===== config.mk =====
export PLATFORM = sky130hd
export DESIGN_NAME = i2c_target_byte_sequencer_flat
export DESIGN_NICKNAME = d
export VERILOG_FILES = /design/src/rtl/itbs_pkg.sv /design/src/rtl/itbs_channels.sv /design/src/rtl/i2c_target_byte_sequencer.sv /design/src/rtl/itbs_ram.sv /design/src/rtl/itbs_datapath.sv /design/src/rtl/itbs_ctrl.sv /design/src/flat_wrapper.sv
export SDC_FILE = /design/constraint.sdc
export NUM_CORES = 1
export LEC_CHECK = 0
export BUFFER_PORTS_ARGS = -buffer_cell sky130_fd_sc_hd__buf_2
export CORE_MARGIN = 2
export CORE_UTILIZATION = 60
export DETAILED_ROUTE_END_ITERATION = 8
export PLACE_DENSITY = 0.78
export SLEW_MARGIN = 10
export SYNTH_ARGS = -nofsm -noshare
export SYNTH_HDL_FRONTEND = slang
export SYNTH_SLANG_ARGS = --single-unit

===== constraint.sdc =====
create_clock -name clock -period 4.65 [get_ports clock]
set_input_delay 0.6975 -clock clock [delete_from_list [all_inputs] [get_ports clock]]
set_output_delay 0.6975 -clock clock [all_outputs]
set_load 0.02 [all_outputs]

===== src/rtl/itbs_pkg.sv =====
package itbs_pkg;

   // Field widths of the two channels and the configuration port.
   localparam int CMD_WIDTH     = 3;
   localparam int BYTE_WIDTH    = 8;
   localparam int ADDR7_WIDTH   = 7;
   localparam int KIND_WIDTH    = 2;
   localparam int TOTAL_WIDTH   = 6;

   // Default size of the receive and transmit byte buffer.
   localparam int BUFFER_DEPTH_DEFAULT = 32;

   // Values loaded into the bus shift register.
   localparam logic [BYTE_WIDTH-1:0] ACK_BYTE  = 8'h00;
   localparam logic [BYTE_WIDTH-1:0] NACK_BYTE = 8'hFF;
   localparam logic [BYTE_WIDTH-1:0] IDLE_BYTE = 8'hFF;

   // Bus events and local commands carried by an input item.
   typedef enum logic [CMD_WIDTH-1:0] {
      CMD_START     = 3'd0,
      CMD_STOP      = 3'd1,
      CMD_SHIFT     = 3'd2,
      CMD_TX_WRITE  = 3'd3,
      CMD_FILL_DONE = 3'd4
   } cmd_type;

   // Kind of a result item.
   typedef enum logic [KIND_WIDTH-1:0] {
      KIND_LINE    = 2'd0,
      KIND_APP     = 2'd1,
      KIND_REQUEST = 2'd2
   } kind_type;

   // Bus transfer phase of the target.
   typedef enum logic [3:0] {
      PH_STOPPED      = 4'd0,
      PH_VERIFY       = 4'd1,
      PH_IGNORE       = 4'd2,
      PH_REQ_DATA     = 4'd3,
      PH_RECV         = 4'd4,
      PH_SLAVE_ABORT  = 4'd5,
      PH_SEND         = 4'd6,
      PH_GET_RESP     = 4'd7,
      PH_EVAL         = 4'd8,
      PH_MASTER_ABORT = 4'd9,
      PH_AWAIT_FILL   = 4'd10
   } phase_type;

   // States of the item sequencer.
   typedef enum logic [2:0] {
      ENG_IDLE      = 3'd0,
      ENG_SEND_RD   = 3'd1,
      ENG_SEND_PUT  = 3'd2,
      ENG_DRAIN_RD  = 3'd3,
      ENG_DRAIN_PUT = 3'd4,
      ENG_FINAL     = 3'd5
   } engine_type;

   // Result templates that the datapath can load into the output register.
   typedef enum logic [2:0] {
      RES_ZERO   = 3'd0,
      RES_LISTEN = 3'd1,
      RES_ACK    = 3'd2,
      RES_NACK   = 3'd3,
      RES_REQ    = 3'd4,
      RES_GET    = 3'd5,
      RES_SEND   = 3'd6,
      RES_APP    = 3'd7
   } res_type;

   // Commands from the controller to the datapath.
   typedef struct packed {
      logic    load;
      res_type res;
      logic    capture_mr;
      logic    store_byte;
      logic    clear_counts;
      logic    drain_clear;
      logic    drain_step;
      logic    rd_send;
   } dp_cmd_type;

   // Status from the datapath to the controller.
   typedef struct packed {
      logic addr_match;
      logic data_lsb;
      logic master_reads;
      logic fill_zero;
      logic fill_full;
      logic drain_last;
      logic out_free;
   } dp_stat_type;

   // One result item as held in the output register.
   typedef struct packed {
      kind_type                kind;
      logic                    load_shift;
      logic [BYTE_WIDTH-1:0]   shift_value;
      logic                    drive_sda;
      logic                    count_one_bit;
      logic                    listen_only;
      logic [BYTE_WIDTH-1:0]   app_byte;
      logic [TOTAL_WIDTH-1:0]  byte_total;
      logic                    last;
   } res_payload_type;

   // Address width of a memory of the given depth, at least one bit.
   function automatic int itbs_addr_width(input int depth);
      int w;
      begin
         w = (depth > 1) ? $clog2(depth) : 1;
         return w;
      end
   endfunction

endpackage


===== src/rtl/itbs_channels.sv =====
// Input channel: bus events and transmit buffer commands.
interface itbs_req_if import itbs_pkg::*; ();
   logic                  valid;
   logic                  ready;
   logic [CMD_WIDTH-1:0]  cmd;
   logic [BYTE_WIDTH-1:0] data;

   modport source (output valid, cmd, data, input ready);
   modport sink (input valid, cmd, data, output ready);
endinterface

// Result channel: line control, received bytes and data requests.
interface itbs_rsp_if import itbs_pkg::*; ();
   logic                   valid;
   logic                   ready;
   logic [KIND_WIDTH-1:0]  kind;
   logic                   load_shift;
   logic [BYTE_WIDTH-1:0]  shift_value;
   logic                   drive_sda;
   logic                   count_one_bit;
   logic                   listen_only;
   logic [BYTE_WIDTH-1:0]  app_byte;
   logic [TOTAL_WIDTH-1:0] byte_total;
   logic                   last;

   modport source (output valid, kind, load_shift, shift_value, drive_sda, count_one_bit,
                   listen_only, app_byte, byte_total, last, input ready);
   modport sink (input valid, kind, load_shift, shift_value, drive_sda, count_one_bit,
                 listen_only, app_byte, byte_total, last, output ready);
endinterface


===== src/rtl/i2c_target_byte_sequencer.sv =====
// Channel  Role      Handshake          Payload
// req      sink      valid / ready      cmd, data
// rsp      source    valid / ready      kind, load_shift, shift_value, drive_sda,
//                                       count_one_bit, listen_only, app_byte,
//                                       byte_total, last
// csr      write     csr_write_en       csr_write_data (own address)
//
// An item with one line-control result shows its result the next cycle.
// A byte send passes through ENG_SEND_RD and ENG_SEND_PUT, for the registered read of the byte buffer.
// A drain passes through ENG_DRAIN_RD, ENG_DRAIN_PUT once per byte, then ENG_FINAL, and stalls while rsp is not ready.
// Reset is synchronous and active high; the buffer needs no clearing pass.
// req.ready is low while a drain or send runs or while a result stalls in the output register.
module i2c_target_byte_sequencer import itbs_pkg::*; #(
   parameter int BUFFER_DEPTH = BUFFER_DEPTH_DEFAULT
) (
   input  logic                   clock,
   input  logic                   reset,
   itbs_req_if.sink               req_chan,
   itbs_rsp_if.source             rsp_chan,
   input  logic                   csr_write_en,
   input  logic [ADDR7_WIDTH-1:0] csr_write_data
);

   dp_cmd_type  dp_cmd;
   dp_stat_type dp_stat;
   logic        req_accept;

   assign req_accept = req_chan.valid && req_chan.ready;

   itbs_ctrl u_ctrl (
      .clock (clock),
      .reset (reset),
      .req   (req_chan),
      .stat  (dp_stat),
      .cmd   (dp_cmd)
   );

   itbs_datapath #(
      .BUFFER_DEPTH (BUFFER_DEPTH)
   ) u_datapath (
      .clock          (clock),
      .reset          (reset),
      .csr_write_en   (csr_write_en),
      .csr_write_data (csr_write_data),
      .req_data       (req_chan.data),
      .cmd            (dp_cmd),
      .stat           (dp_stat),
      .rsp            (rsp_chan)
   );

   // A received byte handed to the application is never the final result of its item.
   a_app_not_last: assert property (@(posedge clock) disable iff (reset)
      (rsp_chan.valid && (rsp_chan.kind == KIND_APP)) |-> !rsp_chan.last)
      else $error("received byte result marked as last");

   // Start or stop in a read transfer has nothing to drain: line control comes next cycle.
   a_no_drain_on_read: assert property (@(posedge clock) disable iff (reset)
      (req_accept && dp_stat.master_reads &&
       ((req_chan.cmd == CMD_START) || (req_chan.cmd == CMD_STOP)))
      |=> (rsp_chan.valid && rsp_chan.last && (rsp_chan.kind == KIND_LINE)))
      else $error("start or stop in read transfer did not give line control");

   // A transmit byte write never brings up a result.
   a_tx_write_silent: assert property (@(posedge clock) disable iff (reset)
      (req_accept && (req_chan.cmd == CMD_TX_WRITE)) |=> !$rose(rsp_chan.valid))
      else $error("transmit byte write produced a result");

endmodule


===== src/rtl/itbs_ram.sv =====
module itbs_ram import itbs_pkg::*; #(
   parameter int WIDTH = BYTE_WIDTH,
   parameter int DEPTH = BUFFER_DEPTH_DEFAULT,
   localparam int AW = itbs_addr_width(DEPTH)
) (
   input  logic             clock,
   input  logic             wr_en,
   input  logic [AW-1:0]    wr_addr,
   input  logic [WIDTH-1:0] wr_data,
   input  logic [AW-1:0]    rd_addr,
   output logic [WIDTH-1:0] rd_data
);

   logic [WIDTH-1:0] mem [DEPTH];
   logic [WIDTH-1:0] rd_data_ff;

   // One write port and one registered read port.
   always_ff @(posedge clock) begin
      if (wr_en) begin
         mem[wr_addr] <= wr_data;
      end
      rd_data_ff <= mem[rd_addr];
   end

   assign rd_data = rd_data_ff;

endmodule


===== src/rtl/itbs_datapath.sv =====
module itbs_datapath import itbs_pkg::*; #(
   parameter int BUFFER_DEPTH = BUFFER_DEPTH_DEFAULT
) (
   input  logic                   clock,
   input  logic                   reset,
   input  logic                   csr_write_en,
   input  logic [ADDR7_WIDTH-1:0] csr_write_data,
   input  logic [BYTE_WIDTH-1:0]  req_data,
   input  dp_cmd_type             cmd,
   output dp_stat_type            stat,
   itbs_rsp_if.source             rsp
);

   localparam int CW = $clog2(BUFFER_DEPTH + 1);
   localparam int AW = itbs_addr_width(BUFFER_DEPTH);
   localparam logic [CW-1:0] DEPTH_COUNT = CW'(BUFFER_DEPTH);

   logic [ADDR7_WIDTH-1:0] own_addr_ff, own_addr_in;
   logic                   master_reads_ff, master_reads_in;
   logic [CW-1:0]          fill_ff, fill_in;
   logic [CW-1:0]          send_ff, send_in;
   logic [CW-1:0]          drain_ff, drain_in;
   logic                   valid_ff, valid_in;
   res_payload_type        res_ff, res_in;

   logic [CW-1:0]         drain_next;
   logic                  send_avail;
   logic [AW-1:0]         rd_addr;
   logic [BYTE_WIDTH-1:0] rd_data;

   // Byte buffer, shared by the receive and the transmit direction.
   itbs_ram #(
      .WIDTH (BYTE_WIDTH),
      .DEPTH (BUFFER_DEPTH)
   ) u_buffer (
      .clock   (clock),
      .wr_en   (cmd.store_byte),
      .wr_addr (fill_ff[AW-1:0]),
      .wr_data (req_data),
      .rd_addr (rd_addr),
      .rd_data (rd_data)
   );

   assign drain_next = drain_ff + 1'b1;
   assign send_avail = (send_ff < fill_ff);

   // The drain reads one entry ahead so that a byte can leave every cycle while the output register is free.
   always_comb begin
      if (cmd.rd_send) begin
         rd_addr = send_ff[AW-1:0];
      end else if (cmd.drain_step) begin
         rd_addr = drain_next[AW-1:0];
      end else begin
         rd_addr = drain_ff[AW-1:0];
      end
   end

   // Status toward the controller.
   always_comb begin
      stat.addr_match   = (own_addr_ff != '0) && (req_data[BYTE_WIDTH-1:1] == own_addr_ff);
      stat.data_lsb     = req_data[0];
      stat.master_reads = master_reads_ff;
      stat.fill_zero    = (fill_ff == '0);
      stat.fill_full    = (fill_ff == DEPTH_COUNT);
      stat.drain_last   = (drain_next == fill_ff);
      stat.out_free     = !valid_ff || rsp.ready;
   end

   // Build the result selected by the controller.
   always_comb begin
      res_in      = '0;
      res_in.kind = KIND_LINE;
      res_in.last = 1'b1;
      case (cmd.res)
         RES_ZERO: begin
         end
         RES_LISTEN: begin
            res_in.listen_only = 1'b1;
         end
         RES_ACK: begin
            res_in.load_shift    = 1'b1;
            res_in.shift_value   = ACK_BYTE;
            res_in.drive_sda     = 1'b1;
            res_in.count_one_bit = 1'b1;
         end
         RES_NACK: begin
            res_in.load_shift    = 1'b1;
            res_in.shift_value   = NACK_BYTE;
            res_in.drive_sda     = 1'b1;
            res_in.count_one_bit = 1'b1;
         end
         RES_REQ: begin
            res_in.kind = KIND_REQUEST;
         end
         RES_GET: begin
            res_in.count_one_bit = 1'b1;
         end
         RES_SEND: begin
            res_in.load_shift  = 1'b1;
            res_in.drive_sda   = 1'b1;
            res_in.shift_value = send_avail ? rd_data : IDLE_BYTE;
         end
         RES_APP: begin
            res_in.kind       = KIND_APP;
            res_in.app_byte   = rd_data;
            res_in.byte_total = TOTAL_WIDTH'(fill_ff);
            res_in.last       = 1'b0;
         end
         default: begin
         end
      endcase
   end

   // Next values of the counters, flags and output valid.
   always_comb begin
      own_addr_in     = csr_write_en ? csr_write_data : own_addr_ff;
      master_reads_in = cmd.capture_mr ? req_data[0] : master_reads_ff;

      fill_in = fill_ff;
      if (cmd.clear_counts) begin
         fill_in = '0;
      end else if (cmd.store_byte) begin
         fill_in = fill_ff + 1'b1;
      end

      send_in = send_ff;
      if (cmd.clear_counts) begin
         send_in = '0;
      end else if (cmd.load && (cmd.res == RES_SEND) && send_avail) begin
         send_in = send_ff + 1'b1;
      end

      drain_in = drain_ff;
      if (cmd.drain_clear) begin
         drain_in = '0;
      end else if (cmd.drain_step) begin
         drain_in = drain_next;
      end

      valid_in = valid_ff;
      if (cmd.load) begin
         valid_in = 1'b1;
      end else if (rsp.ready) begin
         valid_in = 1'b0;
      end
   end

   always_ff @(posedge clock) begin
      if (reset) begin
         own_addr_ff     <= '0;
         master_reads_ff <= 1'b0;
         fill_ff         <= '0;
         send_ff         <= '0;
         drain_ff        <= '0;
         valid_ff        <= 1'b0;
      end else begin
         own_addr_ff     <= own_addr_in;
         master_reads_ff <= master_reads_in;
         fill_ff         <= fill_in;
         send_ff         <= send_in;
         drain_ff        <= drain_in;
         valid_ff        <= valid_in;
      end
   end

   // Output payload register.
   always_ff @(posedge clock) begin
      if (cmd.load) begin
         res_ff <= res_in;
      end
   end

   assign rsp.valid         = valid_ff;
   assign rsp.kind          = res_ff.kind;
   assign rsp.load_shift    = res_ff.load_shift;
   assign rsp.shift_value   = res_ff.shift_value;
   assign rsp.drive_sda     = res_ff.drive_sda;
   assign rsp.count_one_bit = res_ff.count_one_bit;
   assign rsp.listen_only   = res_ff.listen_only;
   assign rsp.app_byte      = res_ff.app_byte;
   assign rsp.byte_total    = res_ff.byte_total;
   assign rsp.last          = res_ff.last;

endmodule


===== src/rtl/itbs_ctrl.sv =====
module itbs_ctrl import itbs_pkg::*; (
   input  logic        clock,
   input  logic        reset,
   itbs_req_if.sink    req,
   input  dp_stat_type stat,
   output dp_cmd_type  cmd
);

   engine_type state_ff, state_in;
   phase_type  phase_ff, phase_in;
   logic       is_start_ff, is_start_in;
   logic       accept;

   assign req.ready = (state_ff == ENG_IDLE) && stat.out_free;
   assign accept    = req.valid && req.ready;

   always_ff @(posedge clock) begin
      if (reset) begin
         state_ff    <= ENG_IDLE;
         phase_ff    <= PH_STOPPED;
         is_start_ff <= 1'b0;
      end else begin
         state_ff    <= state_in;
         phase_ff    <= phase_in;
         is_start_ff <= is_start_in;
      end
   end

   // Next state, bus phase and datapath commands.
   always_comb begin
      state_in    = state_ff;
      phase_in    = phase_ff;
      is_start_in = is_start_ff;
      cmd         = '0;
      cmd.res     = RES_ZERO;

      case (state_ff)
         ENG_IDLE: begin
            if (accept) begin
               case (cmd_type'(req.cmd))
                  CMD_START, CMD_STOP: begin
                     is_start_in = (cmd_type'(req.cmd) == CMD_START);
                     if (!stat.master_reads && !stat.fill_zero) begin
                        // Received bytes go to the application first.
                        cmd.drain_clear = 1'b1;
                        state_in        = ENG_DRAIN_RD;
                     end else begin
                        cmd.load         = 1'b1;
                        cmd.clear_counts = 1'b1;
                        if (is_start_in) begin
                           cmd.res  = RES_ZERO;
                           phase_in = PH_VERIFY;
                        end else begin
                           cmd.res  = RES_LISTEN;
                           phase_in = PH_STOPPED;
                        end
                     end
                  end
                  CMD_SHIFT: begin
                     case (phase_ff)
                        PH_VERIFY: begin
                           cmd.load = 1'b1;
                           if (stat.addr_match) begin
                              cmd.capture_mr = 1'b1;
                              if (!stat.data_lsb) begin
                                 cmd.res  = RES_ACK;
                                 phase_in = PH_REQ_DATA;
                              end else begin
                                 cmd.res  = RES_REQ;
                                 phase_in = PH_AWAIT_FILL;
                              end
                           end else begin
                              cmd.res  = RES_LISTEN;
                              phase_in = PH_IGNORE;
                           end
                        end
                        PH_REQ_DATA: begin
                           cmd.load = 1'b1;
                           cmd.res  = RES_ZERO;
                           phase_in = PH_RECV;
                        end
                        PH_RECV: begin
                           cmd.load = 1'b1;
                           if (!stat.fill_full) begin
                              cmd.store_byte = 1'b1;
                              cmd.res        = RES_ACK;
                              phase_in       = PH_REQ_DATA;
                           end else begin
                              cmd.res  = RES_NACK;
                              phase_in = PH_SLAVE_ABORT;
                           end
                        end
                        PH_SEND: begin
                           state_in = ENG_SEND_RD;
                        end
                        PH_GET_RESP: begin
                           cmd.load = 1'b1;
                           cmd.res  = RES_GET;
                           phase_in = PH_EVAL;
                        end
                        PH_EVAL: begin
                           // The master's ACK asks for the next byte.
                           if (!stat.data_lsb) begin
                              state_in = ENG_SEND_RD;
                           end else begin
                              cmd.load = 1'b1;
                              cmd.res  = RES_LISTEN;
                              phase_in = PH_MASTER_ABORT;
                           end
                        end
                        default: begin
                           cmd.load = 1'b1;
                           cmd.res  = RES_LISTEN;
                        end
                     endcase
                  end
                  CMD_TX_WRITE: begin
                     cmd.store_byte = stat.master_reads && !stat.fill_full;
                  end
                  CMD_FILL_DONE: begin
                     if (phase_ff == PH_AWAIT_FILL) begin
                        cmd.load = 1'b1;
                        if (stat.fill_zero) begin
                           cmd.res  = RES_LISTEN;
                           phase_in = PH_IGNORE;
                        end else begin
                           cmd.res  = RES_ACK;
                           phase_in = PH_SEND;
                        end
                     end
                  end
                  default: begin
                  end
               endcase
            end
         end
         ENG_SEND_RD: begin
            cmd.rd_send = 1'b1;
            state_in    = ENG_SEND_PUT;
         end
         ENG_SEND_PUT: begin
            cmd.rd_send = 1'b1;
            if (stat.out_free) begin
               cmd.load = 1'b1;
               cmd.res  = RES_SEND;
               phase_in = PH_GET_RESP;
               state_in = ENG_IDLE;
            end
         end
         ENG_DRAIN_RD: begin
            state_in = ENG_DRAIN_PUT;
         end
         ENG_DRAIN_PUT: begin
            if (stat.out_free) begin
               cmd.load = 1'b1;
               cmd.res  = RES_APP;
               if (stat.drain_last) begin
                  state_in = ENG_FINAL;
               end else begin
                  cmd.drain_step = 1'b1;
               end
            end
         end
         ENG_FINAL: begin
            if (stat.out_free) begin
               cmd.load         = 1'b1;
               cmd.clear_counts = 1'b1;
               state_in         = ENG_IDLE;
               if (is_start_ff) begin
                  cmd.res  = RES_ZERO;
                  phase_in = PH_VERIFY;
               end else begin
                  cmd.res  = RES_LISTEN;
                  phase_in = PH_STOPPED;
               end
            end
         end
         default: begin
            state_in = ENG_IDLE;
         end
      endcase
   end

endmodule


===== src/flat_wrapper.sv =====
// flat-port wrapper written by rule: the top's interface ports become plain ports
module i2c_target_byte_sequencer_flat import itbs_pkg::*;
#(
   parameter int BUFFER_DEPTH = BUFFER_DEPTH_DEFAULT
)
  (clock, reset, csr_write_en, csr_write_data, req_chan_valid, req_chan_cmd, req_chan_data, req_chan_ready, rsp_chan_valid, rsp_chan_kind, rsp_chan_load_shift, rsp_chan_shift_value, rsp_chan_drive_sda, rsp_chan_count_one_bit, rsp_chan_listen_only, rsp_chan_app_byte, rsp_chan_byte_total, rsp_chan_last, rsp_chan_ready);
  itbs_req_if req_chan_i ();
  itbs_rsp_if rsp_chan_i ();
  input  logic clock;
  input  logic reset;
  input  logic csr_write_en;
  input  logic [ADDR7_WIDTH-1:0] csr_write_data;
  input wire logic [$bits(req_chan_i.valid)-1:0] req_chan_valid;
  input wire logic [$bits(req_chan_i.cmd)-1:0] req_chan_cmd;
  input wire logic [$bits(req_chan_i.data)-1:0] req_chan_data;
  output wire logic [$bits(req_chan_i.ready)-1:0] req_chan_ready;
  output wire logic [$bits(rsp_chan_i.valid)-1:0] rsp_chan_valid;
  output wire logic [$bits(rsp_chan_i.kind)-1:0] rsp_chan_kind;
  output wire logic [$bits(rsp_chan_i.load_shift)-1:0] rsp_chan_load_shift;
  output wire logic [$bits(rsp_chan_i.shift_value)-1:0] rsp_chan_shift_value;
  output wire logic [$bits(rsp_chan_i.drive_sda)-1:0] rsp_chan_drive_sda;
  output wire logic [$bits(rsp_chan_i.count_one_bit)-1:0] rsp_chan_count_one_bit;
  output wire logic [$bits(rsp_chan_i.listen_only)-1:0] rsp_chan_listen_only;
  output wire logic [$bits(rsp_chan_i.app_byte)-1:0] rsp_chan_app_byte;
  output wire logic [$bits(rsp_chan_i.byte_total)-1:0] rsp_chan_byte_total;
  output wire logic [$bits(rsp_chan_i.last)-1:0] rsp_chan_last;
  input wire logic [$bits(rsp_chan_i.ready)-1:0] rsp_chan_ready;
  assign req_chan_i.valid = req_chan_valid;
  assign req_chan_i.cmd = req_chan_cmd;
  assign req_chan_i.data = req_chan_data;
  assign req_chan_ready = req_chan_i.ready;
  assign rsp_chan_valid = rsp_chan_i.valid;
  assign rsp_chan_kind = rsp_chan_i.kind;
  assign rsp_chan_load_shift = rsp_chan_i.load_shift;
  assign rsp_chan_shift_value = rsp_chan_i.shift_value;
  assign rsp_chan_drive_sda = rsp_chan_i.drive_sda;
  assign rsp_chan_count_one_bit = rsp_chan_i.count_one_bit;
  assign rsp_chan_listen_only = rsp_chan_i.listen_only;
  assign rsp_chan_app_byte = rsp_chan_i.app_byte;
  assign rsp_chan_byte_total = rsp_chan_i.byte_total;
  assign rsp_chan_last = rsp_chan_i.last;
  assign rsp_chan_i.ready = rsp_chan_ready;
  i2c_target_byte_sequencer #(.BUFFER_DEPTH(BUFFER_DEPTH)) u_core (.clock(clock), .reset(reset), .req_chan(req_chan_i), .rsp_chan(rsp_chan_i), .csr_write_en(csr_write_en), .csr_write_data(csr_write_data));
endmodule

==> results of run 1 <==
[path summary, 6_finish.rpt]
check	startpoint	to	slack, ps	cells after the start
worst max-delay path	u_core.u_ctrl.state_ff[2]	u_core.u_datapath.u_buffer.rd_data[7]	650	11
worst min-delay path	csr_write_data[4]	u_core.u_datapath.own_addr_ff[4]	430	3
worst max register to register	u_core.u_ctrl.state_ff[2]	u_core.u_datapath.u_buffer.rd_data[7]	650	11
worst min register to register	u_core.u_datapath.own_addr_ff[6]	u_core.u_datapath.own_addr_ff[6]	540	2
[placed cells by master (no fill, tap or decap), types with 10 or more instances in the layout]
cell and count:
a21oi_1 54, a22oi_1 10, a32oi_1 20, and2_1 11, buf_2 53, buf_4 19
clkbuf_1 10, clkbuf_16 37, dfxtp_1 43, edfxtp_1 284, ha_1 11, inv_1 11
mux2i_1 73, nand2_1 164, nand3_1 31, nand4_1 21, nor2_1 108, nor3_1 42
nor4_1 20, o21ai_0 24, xnor2_1 17
[cell usage after synthesis, types with 10 or more instances]
| master | instances |
|---|---|
| nand3_1 | 32 |
| mux2i_1 | 73 |
| nand2_1 | 164 |
| edfxtp_1 | 284 |
| xnor2_1 | 17 |
| nor3_1 | 43 |
| nor2_1 | 109 |
| nor4_1 | 20 |
| a22oi_1 | 10 |
| ha_1 | 11 |
| o21ai_0 | 25 |
| dfxtp_1 | 43 |
| clkbuf_1 | 27 |
| a32oi_1 | 20 |
| nand4_1 | 21 |
| and2_1 | 11 |
| inv_1 | 11 |
| buf_2 | 20 |
| a21oi_1 | 54 |
[through the flow]
stage                     utilization [%]  hold WS [ps]
after detailed placement             63.0           510
after global placement               63.0           512
final                                67.9           429
after floorplan                         -           477
after CTS                            67.9           419
after global routing                 67.9           426
[metal layers]
| layer | vias to the layer above | part of all wire, % | global-route usage (%) | routed length [µm] |
|---|---|---|---|---|
| met5 | - | 0 | 0 | 0 |
| met4 | 0 | 4.2 | 11.1 | 1440 |
| met3 | 94 | 9.8 | 6.33 | 3410 |
| met2 | 536 | 45 | 42.9 | 15500 |
| met1 | 4574 | 41 | 41.2 | 14400 |
| li1 | 4305 | - | - | - |
[registers in the layout, indices dropped and copies added, names as in the netlist]
signal	cells
u_core.u_ctrl.is_start_ff	1
u_core.u_ctrl.phase_ff	4
u_core.u_ctrl.state_ff	3
u_core.u_datapath.drain_ff	6
u_core.u_datapath.fill_ff	6
u_core.u_datapath.master_reads_ff	1
u_core.u_datapath.own_addr_ff	7
u_core.u_datapath.rsp.app_byte	8
u_core.u_datapath.rsp.byte_total	6
u_core.u_datapath.rsp.count_one_bit	1
u_core.u_datapath.rsp.kind	2
u_core.u_datapath.rsp.last	1
u_core.u_datapath.rsp.listen_only	1
u_core.u_datapath.rsp.load_shift	1
u_core.u_datapath.rsp.shift_value	8
u_core.u_datapath.rsp.valid	1
u_core.u_datapath.send_ff	6
u_core.u_datapath.u_buffer.mem	256
u_core.u_datapath.u_buffer.rd_data	8
[cells by family (layout without fill, tap and decap cells)]
family                   Yosys count  in the layout  synth area share (%)
flip-flops                       327            327                  66.6
buffers and inverters             73            150                  2.43
multiplexers                      74             74                  5.27
AND/OR/NAND/NOR                  452            452                  15.1
adder cells (fa/ha/maj)           11             11                 0.977
XOR/XNOR                          25             25                  1.55
AO/OA/AOI/OAI                    163            163                  8.06
[power breakdown]
group / internal [W] / leakage, nW / switching, W
sequential: 0.00322 / 2.91 / 0.0000265
clock: 0.00167 / 0.548 / 0.00110
combinational: 0.0000786 / 2.27 / 0.000187
total: 0.00497 / 5.73 / 0.00131
[cell type report]
| class | count | area [µm²] | share of cell area (%) |
|---|---|---|---|
| Timing Repair Buffer | 73 | 428 | 2.71 |
| Clock inverter | 15 | 174 | 1.10 |
| Sequential cell | 327 | 9390 | 59.5 |
| Multi-Input combinational cell | 725 | 4380 | 27.7 |
| Clock buffer | 47 | 963 | 6.10 |
| Inverter | 15 | 56.3 | 0.357 |
| Tap cell | 319 | 399 | 2.53 |
[critical path, stage by stage (launching register included)]
cell      delay, ps
dfxtp_1         640
nand2b_1        190
or3_4           460
inv_2           200
nor2_1          130
a22oi_1         290
and3_4          730
mux2i_1         330
nor3_1           80
nor4_1          480
buf_4           200
nand4_1         100
==> metrics.cfg, run 1 <==
[outcome]
status=completed

[power_and_ir_drop]
power.total_w=0.00628
ir_drop_uv=296
power_density_mw_per_mm2=398
p_leak_nw=5.73

[floorplan]
fp-row-count=56
chipWidth_um=157
die_area_mm2=0.0247
pin_count=54
core-area_mm2=0.0233
die_y_um=157
start_util_pct=60.6

[global_route]
antenna_found_initial=0
grt.overflow.total=0
grt_pass1_vias=8989
gr-usage-all-layers_pct=28.6
grt_max_degree=50
grt_pass1_wl_um=52800

[detailed_routing]
drt_iter0_drc=1136
dr.pass1.iters=7
wl_per_cell_um=22.8
drc_errors=0
totalWireLength_um=34800
ant_nets=0
num_vias=9509
vias_per_cell=6.25

[synth]
yosys.cell_types.count=72
synth_seq_cells=327
synth_top_area_share_pct=60.5
synthCells=1125
synth-async-reset-ratio_pct=0
syn-cell-area_mm2=0.0141
avgSynthCellArea_um2=12.5
synth_top_area_cell=edfxtp_1
syn_nets=1159
synth_edf_count=284
synthFlopType=edfxtp_1
ys_warn_count=0
synthTopCellsByArea=edfxtp_1, dfxtp_1, mux2i_1
seq_area_frac_synth_pct=66.6

[placement]
io_buffers=53
gp_congestion=0.896
post-place-ws_ps=479
dpl_cell_area_mm2=0.0146
place_inst=1459
hpwl_um=22700

[clock_tree]
root_buffer=clkbuf_16
post_cts_resized=0
cts_made_buffers=34
post_cts_buffers=0
clk_latency_ps=520
tritoncts=done
cts_sinks=327
clk_pin_slew_ps=60
hold_buffers=0
clock_path_buffers=3
h-tree-depth=2

[worst_hold_path]
hold_class=in -> reg

[finish]
nFillCells=1657
fin_cells=1521
diodes=0
layout-drive-gt1-share_pct=12.1
final_cell_area_mm2=0.0158
area_growth_pct=12.1
nets=1210

[critical_path]
required_ps=5030
cp_max_fo=45
start_kind=flop
worstSetupPathType=reg -> reg
end_kind=flop
arrival_ps=4380

[sta]
fin_ws_ps=651
fin_tns_setup_ps=0
finalHoldViolations=0
max-slew-margin-rel_pct=30.3
fin_crit_sh_pct=86.0
worst_pin_slew_ps=1040
max_freq_mhz=250
drv_slew=0
fin_crit_ps=4000
fin_skew_ps=19.1
rsz0062_at_grt=no
setup_viol=0

[run]
maxCapViolCount=0

(Power assumes the default switching activity.)
==> run 2: changes to the inputs <==
- ABC_AREA: unset -> 1
- CORE_MARGIN: 2 -> 4
- REMOVE_ABC_BUFFERS: unset -> 1
==> run 2 against run 1 <==
Net effect:
- clock skew increased by 1.1 ps
- final area increased by 7.1%
- flip-flop and latch count unchanged
- combinational power increased to 13 times the previous value
- area after synthesis increased by 7.6%
- worst setup slack improved by 500 ps
- clock power about the same
- hold slack got worse by 14 ps
- sequential share of layout area decreased by 3.9 points
- die area increased by 13%
- cell count increased by 34%
- critical path type unchanged
==> metrics.cfg, run 2 <==
[sta]
setup_viol=0  ; unchanged
fin_ws_ps=1150  ; +499 ps
fin_crit_sh_pct=75.3  ; -11 points
max_freq_mhz=286  ; +14%
rsz0062_at_grt=no
hold_ws_ps=415  ; -13.7 ps
drv_slew=0  ; unchanged
finalHoldViolations=0  ; unchanged
worst_pin_slew_ps=1180  ; +137 ps
fin_crit_ps=3500  ; -499 ps
fin_skew_ps=20.2  ; +1.15 ps
max-slew-margin-rel_pct=21.2  ; -9.0 points

[global_route]
grt.overflow.total=0  ; unchanged
gr-max-usage-layer=met2
grt_pass1_vias=11197  ; +25%
gr-usage-all-layers_pct=27.6  ; -0.98 points
grt_max_degree=49  ; -2.0%
grt_pass1_wl_um=61200  ; +16%
use_met2_pct=45.3  ; +2.4 points
antenna_found_initial=0  ; unchanged
gr-usage-met3_pct=4.76  ; -1.6 points
grt_use_met1_pct=38.2  ; -3.1 points

[detailed_routing]
ant_nets=0  ; unchanged
wl_per_cell_um=18.9  ; -17%
drc_errors=0  ; unchanged
num_vias=11660  ; +23%
vias_per_cell=5.72  ; -8.4%
drt_iter0_drc=1649  ; +45%
dr.pass1.iters=5  ; -2
totalWireLength_um=38500  ; +11%

[clock_tree]
clock_path_buffers=3  ; unchanged
h-tree-depth=2  ; unchanged
cts_made_buffers=35  ; +2.9%
cts_sinks=327  ; unchanged
tritoncts=done
root_buffer=clkbuf_16
clk_pin_slew_ps=60  ; about the same
post_cts_buffers=0  ; unchanged
post_cts_resized=0  ; unchanged
hold_buffers=0  ; unchanged
clk_latency_ps=530  ; about the same

[power_and_ir_drop]
power.total_w=0.00968  ; +54%
p_leak_nw=7.31  ; +28%
ir_drop_uv=265  ; -11%
power_density_mw_per_mm2=573  ; +44%

[synth]
synth_edf_count=284  ; unchanged
synth_common_cells=nand2_1, inv_1, nand3_1
synth-async-reset-ratio_pct=0  ; unchanged
synth_top_area_cell=edfxtp_1
synthCells=1635  ; +45%
syn-cell-area_mm2=0.0152  ; +7.6%
yosysMostFrequentCell=nand2_1
seq_area_frac_synth_pct=61.9  ; -4.7 points
ys_warn_count=0  ; unchanged
yosys.cell_types.count=39  ; -46%
synth_top_area_share_pct=56.3  ; -4.3 points
avgSynthCellArea_um2=9.27  ; -26%
synthFlopType=edfxtp_1
synth_seq_cells=327  ; unchanged
synthTopCellsByArea=edfxtp_1, nand3_1, nand2_1

[floorplan]
die_y_um=167  ; +6.2%
fp-row-count=57  ; +1.8%
die_area_mm2=0.0279  ; +13%
start_util_pct=61.6  ; +1.1 points
pin_count=54  ; unchanged
core-area_mm2=0.0246  ; +5.8%
chipWidth_um=167  ; +6.2%

[critical_path]
required_ps=5070  ; +40 ps
worstSetupPathType=reg -> reg
end_kind=flop
start_kind=flop
reg2reg_depth=19  ; +8
cp_max_fo=32  ; -29%
arrival_ps=3920  ; -460 ps

[worst_hold_path]
hold_class=in -> reg
hold_depth=3  ; unchanged

[finish]
largest_register_ffs=256  ; unchanged
layout_commonest_cell=nand2_1
final_cell_mix=nand2_1, inv_1, nand3_1, edfxtp_1, nor2_1
diodes=0  ; unchanged
nFillCells=1800  ; +8.6%
largest-register=u_core.u_datapath.u_buffer.mem
area_growth_pct=11.5
nets=1726  ; +43%
layout-drive-gt1-share_pct=8.64  ; -3.5 points

[placement]
post-place-ws_ps=1080  ; +603 ps
io_buffers=53  ; unchanged
hpwl_um=24500  ; +7.7%
gp_congestion=0.940  ; +4.9%

[run]
maxCapViolCount=0  ; unchanged

[outcome]
status=completed

run 2: cell types whose count changed in the layout (fill, tap and decap cells not counted), sizes merged, moves of 10 or more:
cell / before / now
nand3: 33 / 319
o21ai: 28 / 49
a32oi: 21 / 0
nand4: 21 / 5
a21oi: 55 / 32
inv: 12 / 338
mux2i: 73 / 0
nor2: 110 / 100
nand2: 164 / 356
nor4: 21 / 2
a22oi: 10 / 0
and2: 12 / 0
xnor2: 17 / 0
nor3: 45 / 16
run 2: final cells by class:
type                       instances  area [µm²]  share of cell area [%]
clock buffer                      42         933                    5.52
clock inverter                    16         200                    1.18
inverter                         338        1270                    7.51
multi-input combinational        913        4220                    25.0
sequential                       327        9390                    55.6
tap                              324         405                    2.40
timing repair buffer              77         483                    2.86
run 2: cells by family (layout without fill, tap and decap cells):
family                     count (synthesis)  count (layout)  share of synthesized area (%)
and+or+nand+nor                          800             800                           22.9
buffers and inverters                    395             473                           10.3
DFF                                      327             327                           61.9
AOI/OAI and AO/OA                        101             101                           3.87
adders and majority gates                 11              11                          0.908
xor gates and xnor gates                   1               1                         0.0578
run 2: through the flow:
step	instance area [µm²]	setup TNS, ps	util [%]	std cells
floorplan	14900	-16.6	-	1578
detailed placement	15800	0	64.1	1979
finish	16900	0	68.7	2037
global placement	15800	0	64.1	1979
CTS	16900	0	68.7	2037
global route	16900	0	68.7	2037
run 2: critical path, cell delays in order (launching register included):
cell	delay (ps)
dfxtp_1	450
ha_1	260
nand2_1	90
nand2_1	120
nand2_1	60
nand3_1	90
nor2_1	60
nand3_2	150
nand2_2	190
nand2_1	120
nand3_2	310
nand2_2	320
buf_4	400
nand2_1	90
nand3_1	90
nand3_1	90
nand3_1	180
nand2_1	120
nand2_1	130
nand2_1	70
run 2: worst paths after layout:
check / startpoint / slack, ps / to
worst max-delay path: u_core.u_datapath.drain_ff[0] / 1150 / u_core.u_datapath.u_buffer.rd_data[1]
worst max register to register: u_core.u_datapath.drain_ff[0] / 1150 / u_core.u_datapath.u_buffer.rd_data[1]
worst min-delay path: csr_write_data[0] / 420 / u_core.u_datapath.own_addr_ff[0]
worst min register to register: u_core.u_datapath.own_addr_ff[6] / 480 / u_core.u_datapath.own_addr_ff[6]
run 2: metal layers:
| layer | vias up | share of wire, % | wire [µm] |
|---|---|---|---|
| met5 | - | 0 | 0 |
| met4 | 0 | 3.3 | 1270 |
| li1 | 5445 | - | - |
| met2 | 664 | 48 | 18300 |
| met3 | 104 | 9.8 | 3770 |
| met1 | 5447 | 39 | 15200 |
run 2: where the power goes:
group	leakage (nW)	internal (W)	total [W]	switching, W
clock network	0.549	0.00166	0.00279	0.00113
logic	3.84	0.000948	0.00336	0.00241
registers	2.92	0.00343	0.00353	0.000104
